`config.mk`:
```
export PLATFORM = sky130hd
export DESIGN_NAME = wmc_fifo
export DESIGN_NICKNAME = d
export VERILOG_FILES = /design/src/rtl/wmc_pkg.sv /design/src/rtl/wmc_fifo.sv
export SDC_FILE = /design/constraint.sdc
export NUM_CORES = 1
export LEC_CHECK = 0
export BUFFER_PORTS_ARGS = -buffer_cell sky130_fd_sc_hd__buf_2
export CAP_MARGIN = 20
export CELL_PAD_IN_SITES_DETAIL_PLACEMENT = 1
export CELL_PAD_IN_SITES_GLOBAL_PLACEMENT = 2
export CORE_UTILIZATION = 34
export DETAILED_ROUTE_END_ITERATION = 8
export PLACE_DENSITY_LB_ADDON = 0.1
export SYNTH_ARGS = -nofsm -noshare
export SYNTH_HDL_FRONTEND = slang
export SYNTH_SLANG_ARGS = --single-unit
export TNS_END_PERCENT = 20
```
`constraint.sdc`:
```
create_clock -name clk -period 1.6 [get_ports clk]
set_input_delay 0.32 -clock clk [delete_from_list [all_inputs] [get_ports clk]]
set_output_delay 0.32 -clock clk [all_outputs]
set_load 0.005 [all_outputs]
```
`src/rtl/wmc_pkg.sv`:
```
// Shared types and constants for the wildcard match counter.
package wmc_pkg;

  localparam int SYM_W   = 5;
  localparam int COUNT_W = 32;

  // Operation field codes on the input channel
  localparam logic OP_PATTERN = 1'b0;
  localparam logic OP_TEXT    = 1'b1;

  // Symbol code for the pattern wildcard
  localparam logic [SYM_W-1:0] WILDCARD_CODE = 5'd26;

  // Queue between front and back
  localparam int Q_DEPTH = 2;
  localparam int Q_PTR_W = 1;
  localparam int Q_CNT_W = 2;

  typedef enum logic [1:0] {
    CMD_PATTERN,
    CMD_TEXT,
    CMD_TEXT_LAST
  } cmd_t;

  typedef enum logic [1:0] {
    SYM_LETTER,
    SYM_WILD,
    SYM_OTHER
  } sym_cls_t;

  typedef struct packed {
    cmd_t             cmd;
    sym_cls_t         cls;
    logic [SYM_W-1:0] sym;
  } item_t;

  typedef struct packed {
    logic  push;
    item_t item;
  } q_push_t;

endpackage

```
`src/rtl/wmc_fifo.sv`:
```
// Two-entry queue between the front end and the match engine.
module wmc_fifo (
  input  logic             clk,
  input  logic             rst_n,
  input  wmc_pkg::q_push_t push_i,
  output logic             full_o,
  output logic             valid_o,
  output wmc_pkg::item_t   item_o,
  input  logic             pop_i
);
  import wmc_pkg::*;

  item_t              entries_r [Q_DEPTH];
  logic [Q_PTR_W-1:0] wr_ptr_r;
  logic [Q_PTR_W-1:0] rd_ptr_r;
  logic [Q_CNT_W-1:0] cnt_r;
  logic               do_pop;

  assign full_o  = (cnt_r == Q_CNT_W'(Q_DEPTH));
  assign valid_o = (cnt_r != '0);
  assign item_o  = entries_r[rd_ptr_r];
  assign do_pop  = pop_i && valid_o;

  // Store pushed items
  always_ff @(posedge clk) begin
    if (push_i.push) begin
      entries_r[wr_ptr_r] <= push_i.item;
    end
  end

  // Advance pointers and occupancy
  always_ff @(posedge clk) begin
    if (!rst_n) begin
      wr_ptr_r <= '0;
      rd_ptr_r <= '0;
      cnt_r    <= '0;
    end else begin
      if (push_i.push) begin
        wr_ptr_r <= wr_ptr_r + 1'b1;
      end
      if (do_pop) begin
        rd_ptr_r <= rd_ptr_r + 1'b1;
      end
      if (push_i.push && !do_pop) begin
        cnt_r <= cnt_r + 1'b1;
      end else if (!push_i.push && do_pop) begin
        cnt_r <= cnt_r - 1'b1;
      end
    end
  end

endmodule

```
==> flow_summary.ini, run 1 <==
[sta]
hold_slack_ns = 0.191
final.setup.tns_ns = 0
worst_slew_pin_slew_ns = 0.436
period_share_pct = 96.5
setup_violations = 0
maxSlewHeadroom_pct = 70.9
timing.fmax_mhz = 647
final-max-slew-violation-count = 0
grt_setup_unrepaired = yes
min_period_ns = 1.54
hold_viol = 0
skew_ns = 0.00755

[clock_tree]
cts_hold_buf = 0
cts_tree = yes
clk_latency_ns = 0.31
clockBufferDepth = 2
numCtsBuffers = 3
clk_pin_slew_ns = 0.13
cts_sinks = 23
htree_levels = 1
root_buffer = clkbuf_4

[hold_path]
hold_path_depth = 1
hold_class = input port to register

[pwr]
p_total_w = 0.00149
p_sw_w = 0.000399
leakage_nw = 0.423
internal_power_w = 0.00109
powerDensity_nw_per_um2 = 1390
p_comb_share_pct = 30.5
power_frac_seq_pct = 51.9
vdd_drop_max_uv = 716
clockPowerShare_pct = 17.6
swShare_pct = 26.8

[critical_path]
slowest_stage = dfxtp_2
required_ns = 1.28
arrival_ns = 1.22
worstPathMaxFanout = 6
rr_worst_depth = 4
reg2reg_slack_ns = 0.14
endpoint_kind = primary output
critPathMaxStageDelay_ns = 0.35
crit_chain = buf_6, mux2_2, buf_2
crit_family = flip-flops
path_depth = 3
startpoint_type = register
critPathKind = register to primary output
crit_buf_inv = 2

[drt]
wl_per_cell_um = 12.9
drc = 0
ant_nets = 0
drtPass1Iterations = 3
routed-via-count = 497
viasPerCell = 4.64
drt_iter0_markers = 2
wirelength_mm = 1.38

[run]
maxCapViolations = 0

[yosys]
synth-seq-cells = 23
synth.distinct_cells = 15
synth_common_cells = 18 x edfxtp_1, 9 x mux2_2, 5 x dfxtp_1
yosysSeqAreaShare_pct = 73.9
yosysWarnings = 0
yosysTopAreaCell = edfxtp_1
synth.avg_cell_area_um2 = 17.3
synth.most_common_cell = edfxtp_1
synth_ff_type = edfxtp_1
synth_top_cell_area_share_pct = 62.3
postSynthCellCount = 50
synth_edf_count = 18
syn_nets = 64
ys_top_cells_by_area = edfxtp_1 62%, mux2_2 12%, dfxtp_1 12%, and2_1 2.9%, nor2b_1 2.2%
async_flop_share_pct = 0
netlist_area_um2 = 867

[grt]
grt_pass1_vias = 505
overflow = 0
grt_max_degree = 14
grt_pass1_wl_mm = 2.26
antenna_found_initial = 0
grt_usage_pct = 12.2

[placement]
dp_hpwl_mm = 1.06
numPortBuffers = 23
gp_congestion = 0.665

[layout]
area_delta_synth_final_pct = 24.0
diodes = 0
nNetsFinal = 94
drive_gt1_share_pct = 53.2

[outcome]
status = complete, no violations

[floorplanning]
die_y_um = 52.5
initial_utilization_pct = 37.7
fp.dieArea_um2 = 2760
die-width_um = 52.5
pin_count = 24
core_um2 = 2300
core.rowCount = 17
cells by family (layout without fill, tap and decap cells):
| kind of cell | count (synthesis) | in the layout | share of synthesized area [%] |
|---|---|---|---|
| AND/OR/NAND/NOR | 9 | 9 | 6.49 |
| adder cells (fa/ha/maj) | 1 | 1 | 1.44 |
| buffers and inverters | 1 | 30 | 0.577 |
| flip-flops | 23 | 23 | 73.9 |
| multiplexers | 9 | 9 | 11.7 |
| XOR/XNOR | 3 | 3 | 3.03 |
| AO/OA/AOI/OAI | 4 | 4 | 2.89 |
state kept, by name, summed over array words and instances, names as in the netlist, named ones only:
signal / count
wr_ptr_r: 1
entries_r: 18
rd_ptr_r: 1
cnt_r: 2
final timing paths:
check / from / end
setup / recovery: register / item_o[3]
setup reg to reg: cnt_r[0] / cnt_r[1]
hold reg to reg: cnt_r[1] / cnt_r[1]
hold / removal: push_i[3] / entries_r[1][3]
placed cells by master (no fill, tap or decap):
cell type	netlist	layout
edfxtp_1	18	18
o21ai_0	1	1
dfxtp_1	5	4
clkbuf_4	0	3
buf_6	0	1
nor2b_1	3	3
mux2_2	9	8
ha_1	1	1
dfxtp_2	0	1
or2_2	1	1
o21a_1	1	1
mux2_4	0	1
a21boi_1	1	1
xor2_1	1	1
o21ai_2	0	1
clkinv_2	0	1
and2_1	4	4
buf_4	0	2
xnor2_1	2	2
buf_2	1	23
or3_1	1	1
metal layers:
| metal | GRT usage, % | vias up | part of all wire [%] |
|---|---|---|---|
| li1 | - | 242 | - |
| met1 | 13.0 | 237 | 41 |
| met3 | 2.90 | 4 | 4.1 |
| met4 | 7.89 | 0 | 3.0 |
| met5 | 0 | - | 0 |
| met2 | 21.1 | 14 | 52 |
through the flow:
step | instances | worst slack (ns) | util (%) | instance area, µm²
after detailed placement | 103 | 0.115 | 45.0 | 1030
after global routing | 107 | -0.00277 | 46.8 | 1070
after floorplan | 50 | 0.240 | - | 867
final | 107 | 0.0555 | 46.8 | 1070
after global placement | 103 | 0.190 | 45.0 | 1030
after CTS | 107 | 0.00907 | 46.4 | 1070
cell type report:
type	count	area (µm²)
Fill cell	250	1220
Sequential cell	23	642
Multi-Input combinational cell	26	229
Timing Repair Buffer	26	141
Tap cell	28	35.0
Clock buffer	3	22.5
Clock inverter	1	5.00
power by group through the flow:
stage	logic, W	clock network (W)	registers [W]
floorplan	0.000281	0	0.000765
global placement	0.000436	0	0.000778
detailed placement	0.000445	0	0.000780
CTS	0.000456	0.000273	0.000767
global route	0.000505	0.000289	0.000785
finish	0.000454	0.000262	0.000774
timing repair:
| item | in CTS | in global routing |
|---|---|---|
| pin swaps | 0 | 0 |
| endpoints found under the setup margin | 1 | 10 |
| gates resized for setup | 1 | 3 |
| setup buffers | 0 | 0 |
| hold endpoints to repair | 0 | 0 |
No activity file was read; power rests on OpenSTA's default activity.
==> run 2: changes to the inputs <==
--- a/config.mk
+++ b/config.mk
@@ -5,10 +5,12 @@
 export SDC_FILE = /design/constraint.sdc
 export NUM_CORES = 1
 export LEC_CHECK = 0
+export ABC_CLOCK_PERIOD_IN_PS = 1500
 export BUFFER_PORTS_ARGS = -buffer_cell sky130_fd_sc_hd__buf_2
 export CAP_MARGIN = 20
 export CELL_PAD_IN_SITES_DETAIL_PLACEMENT = 1
 export CELL_PAD_IN_SITES_GLOBAL_PLACEMENT = 2
+export CORE_MARGIN = 2
 export CORE_UTILIZATION = 34
 export DETAILED_ROUTE_END_ITERATION = 8
 export PLACE_DENSITY_LB_ADDON = 0.1
==> constraint.sdc (replaced) <==
create_clock -name clk -period 1.5 [get_ports clk]
set_input_delay 0.3 -clock clk [delete_from_list [all_inputs] [get_ports clk]]
set_output_delay 0.3 -clock clk [all_outputs]
set_load 0.005 [all_outputs]
==> run 2 against run 1 <==
  * The run now ends with setup timing left
  * Final area rose by 9.9%
  * First-iteration DRC count did not move
  * Global-route usage fell by 0.72 points
  * Setup slack got worse by 0.081 ns
  * Total power rose by 18%
  * Die area rose by 7.8%
  * Clock skew fell by 0.0043 ns
  * Utilization rose by 1.3 points
  * Routed wire length rose by 9.1%
  * Flip-flop and latch count did not move
  * Non-clock buffer count rose by 2
  * Largest cell class unchanged
  * Sequential power rose by 5.8%
==> flow_summary.ini, run 2 (synthesis results as in run 1) <==
[outcome]
status = complete, but fails checks
violations = setup timing

[layout]
area_delta_synth_final_pct = 36.2
drive_gt1_share_pct = 53.1
regMostFlops = entries_r
layout.cells.non_filler = 111
nNetsFinal = 96
layout.cells.most_common_list = 18 x edfxtp_1, 14 x buf_2, 11 x buf_6
largest_reg_flops = 18
layout.cells.most_common = edfxtp_1
top_regs = entries_r: 18 flops, cnt_r: 2 flops
diodes = 0
fin_area_um2 = 1180

[sta]
hold_viol = 0
final.setup.tns_ns = -0.168
worst_slack_ns = -0.0260
worst_slew_pin_slew_ns = 0.423
maxSlewHeadroom_pct = 71.8
skew_ns = 0.00330
timing.fmax_mhz = 655
final-max-slew-violation-count = 0
period_share_pct = 102
grt_setup_unrepaired = yes
setup_violations = 9
min_period_ns = 1.53
hold_slack_ns = 0.186

[grt]
grt_pass1_vias = 527
grt_usage_pct = 11.4
grt_pass1_wl_mm = 2.30
grt_max_degree = 13
antenna_found_initial = 0
overflow = 0

[pwr]
leakage_nw = 0.478
powerDensity_nw_per_um2 = 1490
p_total_w = 0.00176
vdd_drop_max_uv = 651

[clock_tree]
clockBufferDepth = 2
htree_levels = 1
cts_tree = yes
cts_sinks = 23
root_buffer = clkbuf_4
clk_pin_slew_ns = 0.12
cts_hold_buf = 0
clk_latency_ns = 0.29
postCtsSetupBuffers = 0
numCtsBuffers = 3

[placement]
gp_congestion = 0.615
numPortBuffers = 23
post_dp_cell_area_um2 = 1040
place_inst = 106
dp_hpwl_mm = 1.08

[drt]
drc = 0
ant_nets = 0
wirelength_mm = 1.51
drtPass1Iterations = 3
drt_iter0_markers = 2
dr.max_layer_used = met3
routed-via-count = 500
viasPerCell = 4.50
wl_met1_um = 583
wl_per_cell_um = 13.6
wl_met3_um = 45
wl_met2_um = 882

[critical_path]
required_ns = 1.20
crit_buf_inv = 2
path_common_cell = buf_6
crit_family = flip-flops
slowest_stage = dfxtp_2
endpoint_kind = primary output
startpoint_type = register
arrival_ns = 1.23
crit_chain = buf_6, mux2_4, buf_6
worstPathMaxFanout = 5
critPathMaxStageDelay_ns = 0.37
critPathKind = register to primary output

[floorplanning]
core.rowCount = 18
core_um2 = 2450
die_y_um = 54.5
fp.dieArea_um2 = 2970
die-width_um = 54.5
pin_count = 24
initial_utilization_pct = 35.3

[hold_path]
hold_class = input port to register

[run]
maxCapViolations = 0
-- run 2: cell types whose count changed in the layout (fill, tap and decap cells not counted) --
cell,previous run,this run
clkbuf_1,0,1
buf_6,1,11
buf_4,2,3
mux2_2,8,0
mux2_4,1,9
buf_2,23,14
clkinv_2,1,0
-- run 2: path summary, 6_finish.rpt --
path | startpoint | to | slack (ns) | cells after the start
min reg2reg | cnt_r[1] | cnt_r[1] | 0.54 | 2
max reg2reg | cnt_r[1] | cnt_r[1] | 0.13 | 4
max | register | item_o[2] | -0.03 | 3
min | push_i[3] | entries_r[1][3] | 0.19 | 1
-- run 2: power breakdown --
part | total, W | internal (W) | leakage (nW) | switching, W
Combinational | 0.000668 | 0.000428 | 0.252 | 0.000240
Clock | 0.000269 | 0.000103 | 0.0150 | 0.000165
Sequential | 0.000819 | 0.000770 | 0.211 | 0.0000492
Total | 0.00176 | 0.00130 | 0.478 | 0.000454
-- run 2: area by class of cell --
| type | count | area [µm²] |
|---|---|---|
| fill | 245 | 1270 |
| sequential | 23 | 642 |
| multi-input combinational | 26 | 259 |
| timing repair buffer | 28 | 216 |
| tap | 30 | 37.5 |
| clock buffer | 4 | 26.3 |
-- run 2: layer usage --
layer | global-route usage (%) | up-vias
li1 | - | 243
met1 | 12.5 | 248
met3 | 2.46 | 0
met5 | 0 | -
met4 | 5.00 | 0
met2 | 21.1 | 9
-- run 2: timing repair --
| item | CTS | global route |
|---|---|---|
| resized for setup | 21 | 2 |
| endpoints found under the hold margin | 0 | 0 |
| endpoints found under the setup margin | 10 | 11 |
| cloned | 1 | 0 |
-- run 2: through the flow --
stage / setup WS [ns] / util, %
CTS: -0.0540 / 47.7
floorplan: 0.140 / -
global route: -0.0738 / 48.1
global placement: 0.135 / 42.6
finish: -0.0260 / 48.1
detailed placement: 0.0780 / 42.6
